==> src/design/lfp_pkg.sv <==
// ----------------------------------------------------------------------------
// lfp_pkg
// Shared widths, constants, register indexes and per-item flag structs for the
// line-follow PID datapath.
// ----------------------------------------------------------------------------
package lfp_pkg;

  // field widths of the stream items
  localparam int FIELD_W     = 10;
  localparam int IN_TDATA_W  = 24;
  localparam int OUT_TDATA_W = 40;
  localparam int DRIVE_W     = 11;
  localparam int CNT_W       = 16;

  // configuration widths
  localparam int CFG_IDX_W  = 3;
  localparam int CFG_DATA_W = 32;
  localparam int PGAIN_W    = 16;
  localparam int GAIN_W     = 32;
  localparam int THR_W      = 10;
  localparam int BASE_W     = 8;

  // accumulator and control scaling
  localparam int SUM_W       = 32;
  localparam int ACC_W       = 64;
  localparam int ALIGN_SHIFT = 16;
  localparam int CTRL_SHIFT  = 24;
  localparam int CTRL_W      = ACC_W - CTRL_SHIFT;

  // error scale 254/775 as multiply by a rounded-up reciprocal, exact for
  // differences below 2^12
  localparam int RECIP_W     = 29;
  localparam int RECIP_SHIFT = 30;
  localparam logic [RECIP_W-1:0] ERR_RECIP = 29'd351910396;

  // saturation limits
  localparam logic signed [DRIVE_W-1:0] DRIVE_HI = 11'sd1023;
  localparam logic signed [DRIVE_W-1:0] DRIVE_LO = -11'sd1023;
  localparam logic signed [SUM_W-1:0]   SUM_MAX  = 32'sh7FFF_FFFF;
  localparam logic signed [SUM_W-1:0]   SUM_MIN  = 32'sh8000_0000;
  localparam logic [CNT_W-1:0]          CNT_MAX  = 16'hFFFF;

  // configuration register indexes
  typedef enum logic [CFG_IDX_W-1:0] {
    REG_P_GAIN         = 3'd0,
    REG_I_GAIN_DT      = 3'd1,
    REG_D_GAIN_PER_DT  = 3'd2,
    REG_LINE_THRESHOLD = 3'd3,
    REG_BASE_SPEED     = 3'd4
  } cfg_reg_t;

  // per-item flags out of the front stage
  typedef struct packed {
    logic on_line;
    logic clear_count;
    logic clear_errors;
  } front_flags_t;

  // line status carried to the result
  typedef struct packed {
    logic on_line;
    logic line_edge;
  } line_stat_t;

endpackage

==> src/design/lfp_drive.sv <==
// ----------------------------------------------------------------------------
// lfp_drive
// Sums the PID products, scales to the control value toward zero and forms
// the saturated wheel commands in the result register.
// ----------------------------------------------------------------------------
module lfp_drive
  import lfp_pkg::*;
#(
  parameter int SAMPLE_BITS = 10
) (
  input  logic                                  clk,
  input  logic                                  rst_n,
  input  logic                                  in_valid,
  output logic                                  in_ready,
  input  logic signed [SAMPLE_BITS+PGAIN_W-1:0] prod_p,
  input  logic signed [SAMPLE_BITS+GAIN_W:0]    prod_d,
  input  logic signed [ACC_W-1:0]               prod_i,
  input  logic [CNT_W-1:0]                      crossings_i,
  input  line_stat_t                            stat_i,
  input  logic [BASE_W-1:0]                     base_speed,
  output logic                                  out_valid,
  input  logic                                  out_ready,
  output logic signed [DRIVE_W-1:0]             right_drive,
  output logic signed [DRIVE_W-1:0]             left_drive,
  output logic [CNT_W-1:0]                      crossings_o,
  output line_stat_t                            stat_o
);

  localparam int P_W = SAMPLE_BITS + PGAIN_W;
  localparam int D_W = SAMPLE_BITS + GAIN_W + 1;

  logic                       e_v_r;
  logic signed [ACC_W-1:0]    e_acc_r;
  logic [CNT_W-1:0]           e_cnt_r;
  line_stat_t                 e_stat_r;
  logic                       f_v_r;
  logic signed [DRIVE_W-1:0]  f_right_r;
  logic signed [DRIVE_W-1:0]  f_left_r;
  logic [CNT_W-1:0]           f_cnt_r;
  line_stat_t                 f_stat_r;

  logic                       f_ready;
  logic signed [ACC_W-1:0]    p_ext;
  logic signed [ACC_W-1:0]    d_ext;
  logic signed [ACC_W-1:0]    acc_nxt;
  logic signed [CTRL_W-1:0]   ctrl_floor;
  logic                       ctrl_round;
  logic signed [CTRL_W-1:0]   ctrl;
  logic signed [CTRL_W:0]     ctrl_ext;
  logic signed [CTRL_W:0]     base_ext;
  logic signed [CTRL_W:0]     right_sum;
  logic signed [CTRL_W:0]     left_sum;

  // clamp to the drive range
  function automatic logic signed [DRIVE_W-1:0] sat_drive(input logic signed [CTRL_W:0] v);
    logic signed [DRIVE_W-1:0] r;
    if (v > (CTRL_W+1)'(DRIVE_HI)) begin
      r = DRIVE_HI;
    end else if (v < (CTRL_W+1)'(DRIVE_LO)) begin
      r = DRIVE_LO;
    end else begin
      r = v[DRIVE_W-1:0];
    end
    return r;
  endfunction

  assign in_ready = !e_v_r || f_ready;
  assign f_ready  = !f_v_r || out_ready;

  // aligned sum of the three terms
  assign p_ext   = {{(ACC_W-P_W){prod_p[P_W-1]}}, prod_p};
  assign d_ext   = {{(ACC_W-D_W){prod_d[D_W-1]}}, prod_d};
  assign acc_nxt = ((p_ext + d_ext) <<< ALIGN_SHIFT) + prod_i;

  // divide by 2^24 toward zero
  assign ctrl_floor = e_acc_r[ACC_W-1:CTRL_SHIFT];
  assign ctrl_round = e_acc_r[ACC_W-1] && (e_acc_r[CTRL_SHIFT-1:0] != '0);
  assign ctrl       = ctrl_floor + $signed({{(CTRL_W-1){1'b0}}, ctrl_round});

  // base plus and minus control
  assign ctrl_ext  = {ctrl[CTRL_W-1], ctrl};
  assign base_ext  = $signed({{(CTRL_W+1-BASE_W){1'b0}}, base_speed});
  assign right_sum = base_ext + ctrl_ext;
  assign left_sum  = base_ext - ctrl_ext;

  always_ff @(posedge clk) begin
    if (!rst_n) begin
      e_v_r <= 1'b0;
      f_v_r <= 1'b0;
    end else begin
      if (in_ready) e_v_r <= in_valid;
      if (f_ready)  f_v_r <= e_v_r;
    end
  end

  always_ff @(posedge clk) begin
    if (in_valid && in_ready) begin
      e_acc_r  <= acc_nxt;
      e_cnt_r  <= crossings_i;
      e_stat_r <= stat_i;
    end
    if (e_v_r && f_ready) begin
      f_right_r <= sat_drive(right_sum);
      f_left_r  <= sat_drive(left_sum);
      f_cnt_r   <= e_cnt_r;
      f_stat_r  <= e_stat_r;
    end
  end

  assign out_valid   = f_v_r;
  assign right_drive = f_right_r;
  assign left_drive  = f_left_r;
  assign crossings_o = f_cnt_r;
  assign stat_o      = f_stat_r;

endmodule

==> config.mk <==
export PLATFORM = sky130hd
export DESIGN_NAME = lfp_drive
export DESIGN_NICKNAME = d
export VERILOG_FILES = /design/src/design/lfp_pkg.sv /design/src/design/lfp_drive.sv
export SDC_FILE = /design/constraint.sdc
export NUM_CORES = 1
export LEC_CHECK = 0
export ABC_CLOCK_PERIOD_IN_PS = 18100
export BUFFER_PORTS_ARGS = -buffer_cell sky130_fd_sc_hd__buf_2
export CAP_MARGIN = 20
export CORE_MARGIN = 2
export CORE_UTILIZATION = 61
export DETAILED_ROUTE_END_ITERATION = 6
export PLACE_DENSITY = 0.85
export SKIP_CTS_REPAIR_TIMING = 1
export SYNTH_ARGS = -nofsm -noshare
export SYNTH_HDL_FRONTEND = slang
export SYNTH_SLANG_ARGS = --single-unit
==> constraint.sdc <==
create_clock -name clk -period 18.1 [get_ports clk]
set_input_delay 4.525 -clock clk [delete_from_list [all_inputs] [get_ports clk]]
set_output_delay 4.525 -clock clk [all_outputs]
set_load 0.02 [all_outputs]
==> impl_results.md, run 1 <==
* Syn Nets at 1768
* Starting Density at 62.1%
* Post-synth EDFFs at 122
* Drt drc at 0
* First-pass GRT wire length at 57.4 mm
* Largest net degree at the start of global routing at 83
* Most used DFF post-synth: edfxtp_1
* Clock root buffer: clkbuf_16
* CTS sink count at 124
* Placer Congestion at 0.980
* Antenna Nets Post-Route at 0
* Max incr delay on CP at 0.65 ns
* Synth top area cells: edfxtp_1, ha_1, xnor2_1, a21oi_1, a21o_1
* Critical-path top delay cell: a221oi_1
* Placed cell count at 1926
* CP startpoint kind: primary input
* Peak supply drop at 0.0757 mV
* Die W at 150 microns
* Number of diodes at 0
* IO buf count at 204
* Initial antenna violation count at 0
* Mean Syn Cell Area at 8.75 sq um
* H-tree lvl count at 4
* Final Max Slew Viols at 0
* Pleak at 6.01 nW
* Max Cap Viol at 0
* Synthesized flop and latch total at 124
* Worst Hold Class: reg2reg
* Initial drt markers at 1312
* Final setup TNS at 0 ns
* Hpwl dp at 27.4 mm
* Run status: complete, no violations
* Cell Pwr Density at 111 nW/um^2
* Min cycle time layout at 10.03 ns
* Area grow syn2layout at 13.9%
* CTS tree: built
* Number of global-route vias before repair at 11700
* Hold Violations, Final at 0
* Layout Skew at 0.0215 ns
* Die Y at 150 microns
* Final setup fails at 0
* Core Area at 21000 sq um
* Most common cell after layout, fill and taps aside: buf_2
* CP required at 18.25 ns
* Area of the mapped netlist at 13100 sq um
* Synth area leader: edfxtp_1
* Measured slew at the worst slew-check pin at 1.13 ns
* FP Rows at 53
* Most frequent cells in the layout: buf_2, edfxtp_1, ha_1, a21oi_1, nand2_1
* Finished Layout Cells at 1959
* WS Path Type: in2reg
* Yosys warnings at 0
* Distinct cells, synth at 91
* Number of top-level pins at 205
* Routed len/inst at 18.2 microns
* Via count at 12700
* Worst-path clk slew at 0.06 ns
* Asr flop ratio synth at 0%
* Clk_lat worst skew at 0.43 ns
* Worst Path Max Fanout at 6
* CTS buffer count at 17
* Fmax at 0.0997 GHz
* Post-layout nets at 1948
* Gr usage total at 31.5%
* Rel. slew slack at 24.3%
* Clock Path Buffers at 2
* CP cell instances: buf_2, ha_1, fa_1, a21o_1, a21oi_1, nor2b_1, o31ai_1, a311oi_1, nor2_1, o21ai_0, a21o_1, a21oi_1, xnor2_1, ha_1, a21o_1, a21o_1, a21o_1, a2111oi_0, o21ai_0, a21oi_1, o21ai_0, a221oi_1, or4b_2, nand4_1
* CP endpoint kind: flop
* Vias per cell at 6.49
* GRT overflow at 0
* Cell count after synthesis at 1491
* Yosys top cell area share at 28.1%
* RSZ-0062 raised after global routing: false
* Sequential cell area fraction in the yosys report at 28.4%
* Post-Route WL at 35.6 mm
* CP arrival at 10.18 ns
* Crit path top cell by count: a21o_1
* 1st-pass router iterations at 6
* Crit share post-route at 55.4%
* Die ar. at 22600 sq um
* Share of layout cells above drive strength 1 at 17.1%
[routing by layer]
layer  vias up  wire length [microns]  track usage (%)  share of wire [%]
met3        85                   2620             3.67                7.4
met5         -                      0                0                  0
met2       648                  16600             51.6                 47
met1      5835                  15400             42.9                 43
met4         0                   1080             11.9                3.0
li1       6141                      -                -                  -
[kinds of logic after synthesis]
logic type	after synthesis	share of synthesized area (%)
xor gates and xnor gates	151	10.5
adders and majority gates	114	11.2
and+or+nand+nor	539	22.7
buffers and inverters	101	3.13
DFF	124	28.4
muxes	11	0.853
AOI/OAI and AO/OA	451	23.2
[worst max-delay path, delay by kind of cell]
family / cells / cell delay [ns]
XOR/XNOR: 1 / 0.14
AO/OA/AOI/OAI: 15 / 3.80
adder cells (fa/ha/maj): 3 / 0.95
buffers and inverters: 1 / 0.10
AND/OR/NAND/NOR: 4 / 0.65
[flip-flops by register name, summed over array words and instances, names as in the netlist]
register and flops:
out_valid 1, stat_o 2, e_stat_r 2, e_cnt_r 16
left_drive 11, right_drive 11, e_v_r 1, e_acc_r 64
crossings_o 16
[stage by stage]
step / utilization (%) / hold slack (ns) / instance area, sq um / total power [mW] / setup WS, ns
final: 70.7 / 0.418 / 14900 / 1.64 / 8.07
after global routing: 70.7 / 0.422 / 14900 / 1.74 / 7.59
after CTS: 70.6 / 0.419 / 14800 / 1.62 / 8.16
after detailed placement: 67.8 / 0.405 / 14300 / 1.26 / 7.73
after global placement: 67.8 / 0.401 / 14300 / 1.24 / 7.87
after floorplan: - / 0.400 / 13100 / 1.06 / 8.57
[cells in the mapped netlist (all sizes together) (7+ instances only)]
| master | count |
|---|---|
| nand4 | 42 |
| a2111oi | 7 |
| a31oi | 21 |
| o22ai | 7 |
| or2 | 15 |
| inv | 51 |
| ha | 110 |
| or3 | 15 |
| nand2 | 101 |
| xnor2 | 92 |
| nor4 | 45 |
| mux2i | 10 |
| a211oi | 15 |
| a21o | 70 |
| o21a | 21 |
| nand2b | 16 |
| nor2 | 84 |
| and3 | 15 |
| o21ai | 76 |
| and4 | 10 |
| o2111ai | 8 |
| o211ai | 19 |
| edfxtp | 122 |
| o21bai | 14 |
| nor2b | 16 |
| nor3 | 52 |
| a21oi | 106 |
| o31ai | 16 |
| and2 | 14 |
| clkbuf | 37 |
| xor2 | 58 |
| buf | 13 |
| or4 | 27 |
| nand3 | 65 |
[area by class of cell]
class | count | area, sq um
Clock inverter | 15 | 165
Fill cell | 1637 | 6160
Clock buffer | 17 | 425
Multi-Input combinational cell | 1266 | 8950
Timing Repair Buffer | 211 | 1090
Tap cell | 275 | 344
Sequential cell | 124 | 3700
Inverter | 51 | 191
[final timing paths]
kind,start,endpoint,slack [ns],depth (start not counted)
worst min-delay path,e_cnt_r[10],crossings_o[10],0.42,0
worst max-delay path,prod_p[0],e_acc_r[56],8.07,24
worst max register to register,e_acc_r[19],right_drive[8],11.72,20
worst min register to register,e_cnt_r[10],crossings_o[10],0.42,0
[report_power, final]
part / internal (mW) / switching (mW) / total [mW] / leakage [nW]
sequential: 0.390 / 0.0594 / 0.449 / 1.19
combinational: 0.324 / 0.524 / 0.848 / 4.53
clock: 0.197 / 0.149 / 0.346 / 0.287
Power figures use the tool's default switching activity.
==> run 2, diff against run 1 <==
- ABC_AREA: default -> 1
- ABC_CLOCK_PERIOD_IN_PS: 18100 -> 8700
- CORE_UTILIZATION: 61 -> 54
- PLACE_DENSITY: 0.85 -> 0.79
- clock period: 18.1 -> 8.7 ns (I/O delays scaled with it)
==> impl_results.md, run 2 <==
* Most common cell after layout, fill and taps aside: nand2_1
* CP endpoint kind: flop
* Pleak at 7.70 nW
* Sequential cell area fraction in the yosys report at 26.2%
* CTS buffer count at 17
* Cell count after synthesis at 2143
* Placer Congestion at 0.997
* WS Path Type: in2reg
* Critical-path top delay cell: fa_1
* Psw at 1.73 mW
* Hold Violations, Final at 0
* Clk_lat worst skew at 0.42 ns
* Mean Syn Cell Area at 6.61 sq um
* Max incr delay on CP at 0.43 ns
* Die Y at 166 microns
* Area grow syn2layout at 14.6%
* Vias per cell at 5.50
* Number of global-route vias before repair at 14300
* Number of top-level pins at 205
* Max reg flops at 64
* CP required at 8.84 ns
* Run status: complete, no violations
* Worst hold slack at 0.416 ns
* Die W at 166 microns
* Clock power share at 19.8%
* GRT overflow at 0
* First-pass GRT wire length at 67.0 mm
* Total power draw at 3.64 mW
* Worst Path Max Fanout at 5
* FP Rows at 59
* Top reg by flops: e_acc_r
* Logic pwr share at 54.9%
* Cell Pwr Density at 225 nW/um^2
* Hpwl dp at 34.3 mm
* Min cycle time layout at 6.36 ns
* Yosys top cell area share at 25.9%
* Post-synth EDFFs at 122
* Die ar. at 27500 sq um
* Most frequent cells after synthesis: nand2_1, nor2_1, inv_1
* Reg power frac at 25.3%
* Routed len/inst at 15.2 microns
* RSZ-0062 raised after global routing: false
* Post-Route WL at 41.3 mm
* WP depth at 25
* Synthesized flop and latch total at 124
* Peak supply drop at 0.145 mV
* Distinct cells, synth at 45
* Crit path top cell by count: a21oi_1
* Measured slew at the worst slew-check pin at 0.939 ns
* Starting Density at 54.6%
* Setup crit end: e_acc_r[63]
* Max Cap Viol at 0
* Most common cell in the synthesized netlist: nand2_1
* Gr usage total at 29.4%
* Crit share post-route at 73.1%
* Fmax at 0.157 GHz
* Reg-to-reg slack, setup at 3.16 ns
* Layout Skew at 0.0169 ns
* Core Area at 25900 sq um
* Filler instances at 2402
* Cell-internal power at 1.91 mW
* Clock root buffer: clkbuf_16
* IO buf count at 204
* Final Max Slew Viols at 0
* FF-to-FF Start: e_acc_r[8]
* CP top delay family: compound AO/OA/AOI/OAI gates
* Worst-path clk slew at 0.06 ns
* R2R depth at 26
* Post-layout nets at 2642
* Yosys warnings at 0
* Via count at 14900
* Largest net degree at the start of global routing at 79
* H-tree lvl count at 4
* Initial antenna violation count at 1
* Final setup TNS at 0 ns
* 1st-pass router iterations at 7
* Fin util at 62.6%
* Rel. slew slack at 37.4%
* Most frequent cells in the layout: nand2_1, nor2_1, inv_1, buf_2, a21oi_1
* Syn Nets at 2420
* Worst Setup SP: prod_p[0]
* Asr flop ratio synth at 0%
* CP arrival at 6.50 ns
* Antenna Nets Post-Route at 0
* Clock Path Buffers at 2
* Drt drc at 0
* CP startpoint kind: primary input
* Initial drt markers at 1019
* Area of the mapped netlist at 14200 sq um
* Share of layout cells above drive strength 1 at 14.3%
* Final setup fails at 0
* Synth top area cells: edfxtp_1, nand2_1, ha_1, nor2_1, inv_1
* Worst Hold Class: reg2reg
* Synth area leader: edfxtp_1
* Most used DFF post-synth: edfxtp_1
* Switching Share at 47.5%
* CTS tree: built
* CTS sink count at 124
* R2r endpoint: left_drive[0]
* Crit path buf inv count at 5
## run 2: changes by cell type after synthesis, moves of 54 or more
cell | before | now
nand2_1 | 100 | 625
inv_1 | 51 | 264
nor2_1 | 84 | 275
nand3_1 | 64 | 135
a21o_1 | 70 | 5
xnor2_1 | 90 | 36
## run 2: per-layer routing
metal | share of wire [%] | vias to the layer above | global-route usage (%)
met5 | 0 | - | 0
met4 | 4.3 | 0 | 14.1
met3 | 4.9 | 104 | 2.45
met2 | 49 | 555 | 52.8
met1 | 41 | 6736 | 35.5
li1 | - | 7531 | -
## run 2: how the worst min path moves through the flow
stage	from	slack, ns	to	cells past startpoint
after global placement	e_cnt_r[3]	0.40	crossings_o[3]	0
after CTS	e_cnt_r[9]	0.42	crossings_o[9]	0
after global routing	e_cnt_r[9]	0.42	crossings_o[9]	0
final	e_cnt_r[9]	0.42	crossings_o[9]	0
after detailed placement	e_cnt_r[1]	0.40	crossings_o[1]	0
after floorplan	e_cnt_r[0]	0.40	crossings_o[0]	0
## run 2: cell families (layout without fill, tap and decap cells)
group	count (synthesis)	count (layout)	share of synthesized area (%)
buffers and inverters	285	520	7.58
DFF	124	124	26.2
and+or+nand+nor	1197	1197	36.9
other	0	1	0
adders and majority gates	114	114	10.3
xor gates and xnor gates	113	113	6.99
AOI/OAI and AO/OA	310	310	12.0
## run 2: power by group through the flow
stage                     logic (mW)  clock network (mW)  registers (mW)
after floorplan                 1.45                   0           0.928
after CTS                       1.97               0.729           0.919
after global placement          1.91                   0           0.925
after global routing            2.25               0.750           0.935
final                           2.00               0.722           0.921
after detailed placement        1.95                   0           0.930
## run 2: area by class of cell
cell class | count | area (sq um) | area share [%]
clock buffers | 19 | 443 | 2.73
repair buffers | 207 | 1060 | 6.51
clock inverters | 13 | 156 | 0.964
inverters | 281 | 1050 | 6.50
flip-flops and latches | 124 | 3700 | 22.8
multi-input cells | 1734 | 9390 | 57.9
well taps | 335 | 419 | 2.58
diodes | 1 | 2.50 | 0.0154
## run 2: metrics by stage
stage | setup slack (ns) | instances | area [sq um]
2_1_floorplan | 2.68 | 2143 | 14200
3_3_place_gp | 2.09 | 2680 | 15600
3_5_place_dp | 1.98 | 2680 | 15600
4_1_cts | 2.41 | 2712 | 16200
5_1_grt | 1.85 | 2714 | 16200
6_report | 2.34 | 2714 | 16200
==> run 3, diff against run 2 <==
- ABC_AREA: 1 -> 0
- ABC_CLOCK_PERIOD_IN_PS: 8700 -> 5700
- CORE_UTILIZATION: 54 -> 53
- PLACE_DENSITY: 0.79 -> 0.78
- clock period: 8.7 -> 5.7 ns (I/O delays scaled with it)
==> impl_results.md, run 3 (same netlist as run 1, synthesis figures left out) <==
* Initial antenna violation count at 0
* Rel. slew slack at 32.4%
* Share of layout cells above drive strength 1 at 30.2%
* Reg-to-reg slack, setup at 0.20 ns
* Clock root buffer: clkbuf_16
* Worst-path clk slew at 0.06 ns
* Layout Skew at 0.0135 ns
* Final Max Slew Viols at 0
* Fin util at 70.5%
* FP Rows at 57
* Starting Density at 53.8%
* CP endpoint kind: flop
* Clock Path Buffers at 2
* R2R depth at 23
* Via count at 13300
* Final std cell area, no fill at 17100 sq um
* Number of global-route vias before repair at 12600
* Most common cell after layout, fill and taps aside: buf_4
* CTS buffer count at 17
* Die Y at 161 microns
* Final setup TNS at -0.0207 ns
* Filler instances at 1904
* Area grow syn2layout at 31.0%
* Failing checks: negative setup slack
* Placement Cell Area at 16000 sq um
* Worst Hold Class: reg2reg
* First-pass GRT wire length at 61.5 mm
* 1st-pass router iterations at 7
* Cell Pwr Density at 338 nW/um^2
* Die W at 161 microns
* Hold wc startpoint: e_cnt_r[10]
* WHS Path Cells at 0
* Max reg flops at 64
* Clk_lat worst skew at 0.42 ns
* CP required at 5.88 ns
* Vias per cell at 5.97
* CP arrival at 5.90 ns
* Total power draw at 5.79 mW
* Placer Congestion at 0.934
* Setup ws final at -0.0207 ns
* Initial drt markers at 1026
* Min cycle time layout at 5.72 ns
* Post-layout nets at 2169
* Hpwl dp at 30.5 mm
* CTS tree: built
* Pre-CTS setup slack at -0.433 ns
* Hold Violations, Final at 0
* Worst Hold End: crossings_o[10]
* Max Cap Viol at 0
* Core Area at 24200 sq um
* Run status: complete, but fails checks
* Placed cell count at 2187
* Number of diodes at 0
* RSZ-0062 raised after global routing: true
* Worst Path Max Fanout at 4
* Drt drc at 0
* R2r endpoint: right_drive[1]
* Gr usage total at 28.7%
* Routed len/inst at 17.0 microns
* Largest net degree at the start of global routing at 83
* Most frequent cells in the layout: buf_4, buf_2, edfxtp_1, ha_1, nand2_1
* IO buf count at 204
* CP startpoint kind: primary input
* Worst hold slack at 0.411 ns
* Final setup fails at 1
* Antenna Nets Post-Route at 0
* Measured slew at the worst slew-check pin at 1.01 ns
* Top reg by flops: e_acc_r
* Finished Layout Cells at 2229
* Post-Route WL at 38.0 mm
* Pleak at 7.16 nW
* Number of top-level pins at 205
* WS Path Type: in2reg
* Die ar. at 25900 sq um
* H-tree lvl count at 4
* FF-to-FF Start: e_acc_r[2]
* Worst Setup SP: prod_p[0]
* Peak supply drop at 0.260 mV
* CTS sink count at 124
* GRT overflow at 0
* Crit share post-route at 100%
* Fmax at 0.175 GHz
## run 3: cell count changes in the layout (fill, tap and decap cells not counted), sizes merged, moves of 65 or more
cell,change
inv,-227
a21o,+65
nand2,-557
nor2,-233
buf,+225
nand3,-74
## run 3: how the worst max path moves through the flow
stage / endpoint / slack (ns) / cells after the start
6_report: e_acc_r[40] / -0.02 / 24
5_1_grt: e_acc_r[40] / -0.29 / 24
4_1_cts: right_drive[3] / -0.08 / 21
3_5_place_dp: e_acc_r[60] / -0.43 / 25
3_3_place_gp: e_acc_r[60] / -0.38 / 25
2_1_floorplan: e_acc_r[56] / -0.03 / 23
## run 3: area by class of cell
type                            count  area (sq um)  share of cell area, %
Clock inverter                     15           200                   1.17
Timing Repair Buffer              432          2770                   16.2
Inverter                           51           191                   1.12
Sequential cell                   124          3700                   21.7
Tap cell                          324           405                   2.37
Multi-Input combinational cell   1266          9400                   55.0
Clock buffer                       17           425                   2.49
## run 3: metal layers
layer | vias to the layer above | GRT usage, % | part of all wire [%] | wire, microns
li1 | 6593 | - | - | -
met1 | 6136 | 38.2 | 44 | 16700
met2 | 495 | 49.0 | 48 | 18100
met3 | 78 | 3.15 | 5.5 | 2090
met4 | 0 | 9.25 | 3.0 | 1140
met5 | - | 0 | 0 | 0
## run 3: where the power goes
part           total, mW  switching, mW  leakage, nW  internal (mW)
Sequential          1.41          0.176         1.19           1.24
Combinational       3.25           1.83         5.67           1.41
Clock               1.13          0.422        0.301          0.703
Total               5.79           2.43         7.16           3.35
## run 3: worst max-delay path, cell delays in order
cell and delay, ns:
buf_6 0.10, ha_4 0.15, fa_2 0.35, a21o_1 0.18, a21oi_2 0.18, nor2b_2 0.08, o21a_1 0.17, nor2_1 0.14
nor2b_1 0.07, o21ai_0 0.12, nor2b_1 0.16, xnor2_1 0.16, ha_1 0.29, a21o_1 0.22, a2111oi_1 0.53, o21ai_1 0.24
nand3_2 0.18, o41ai_2 0.10, buf_4 0.17, a21o_1 0.18, a21o_1 0.20, a31o_2 0.24, a21oi_1 0.16, xnor2_1 0.08
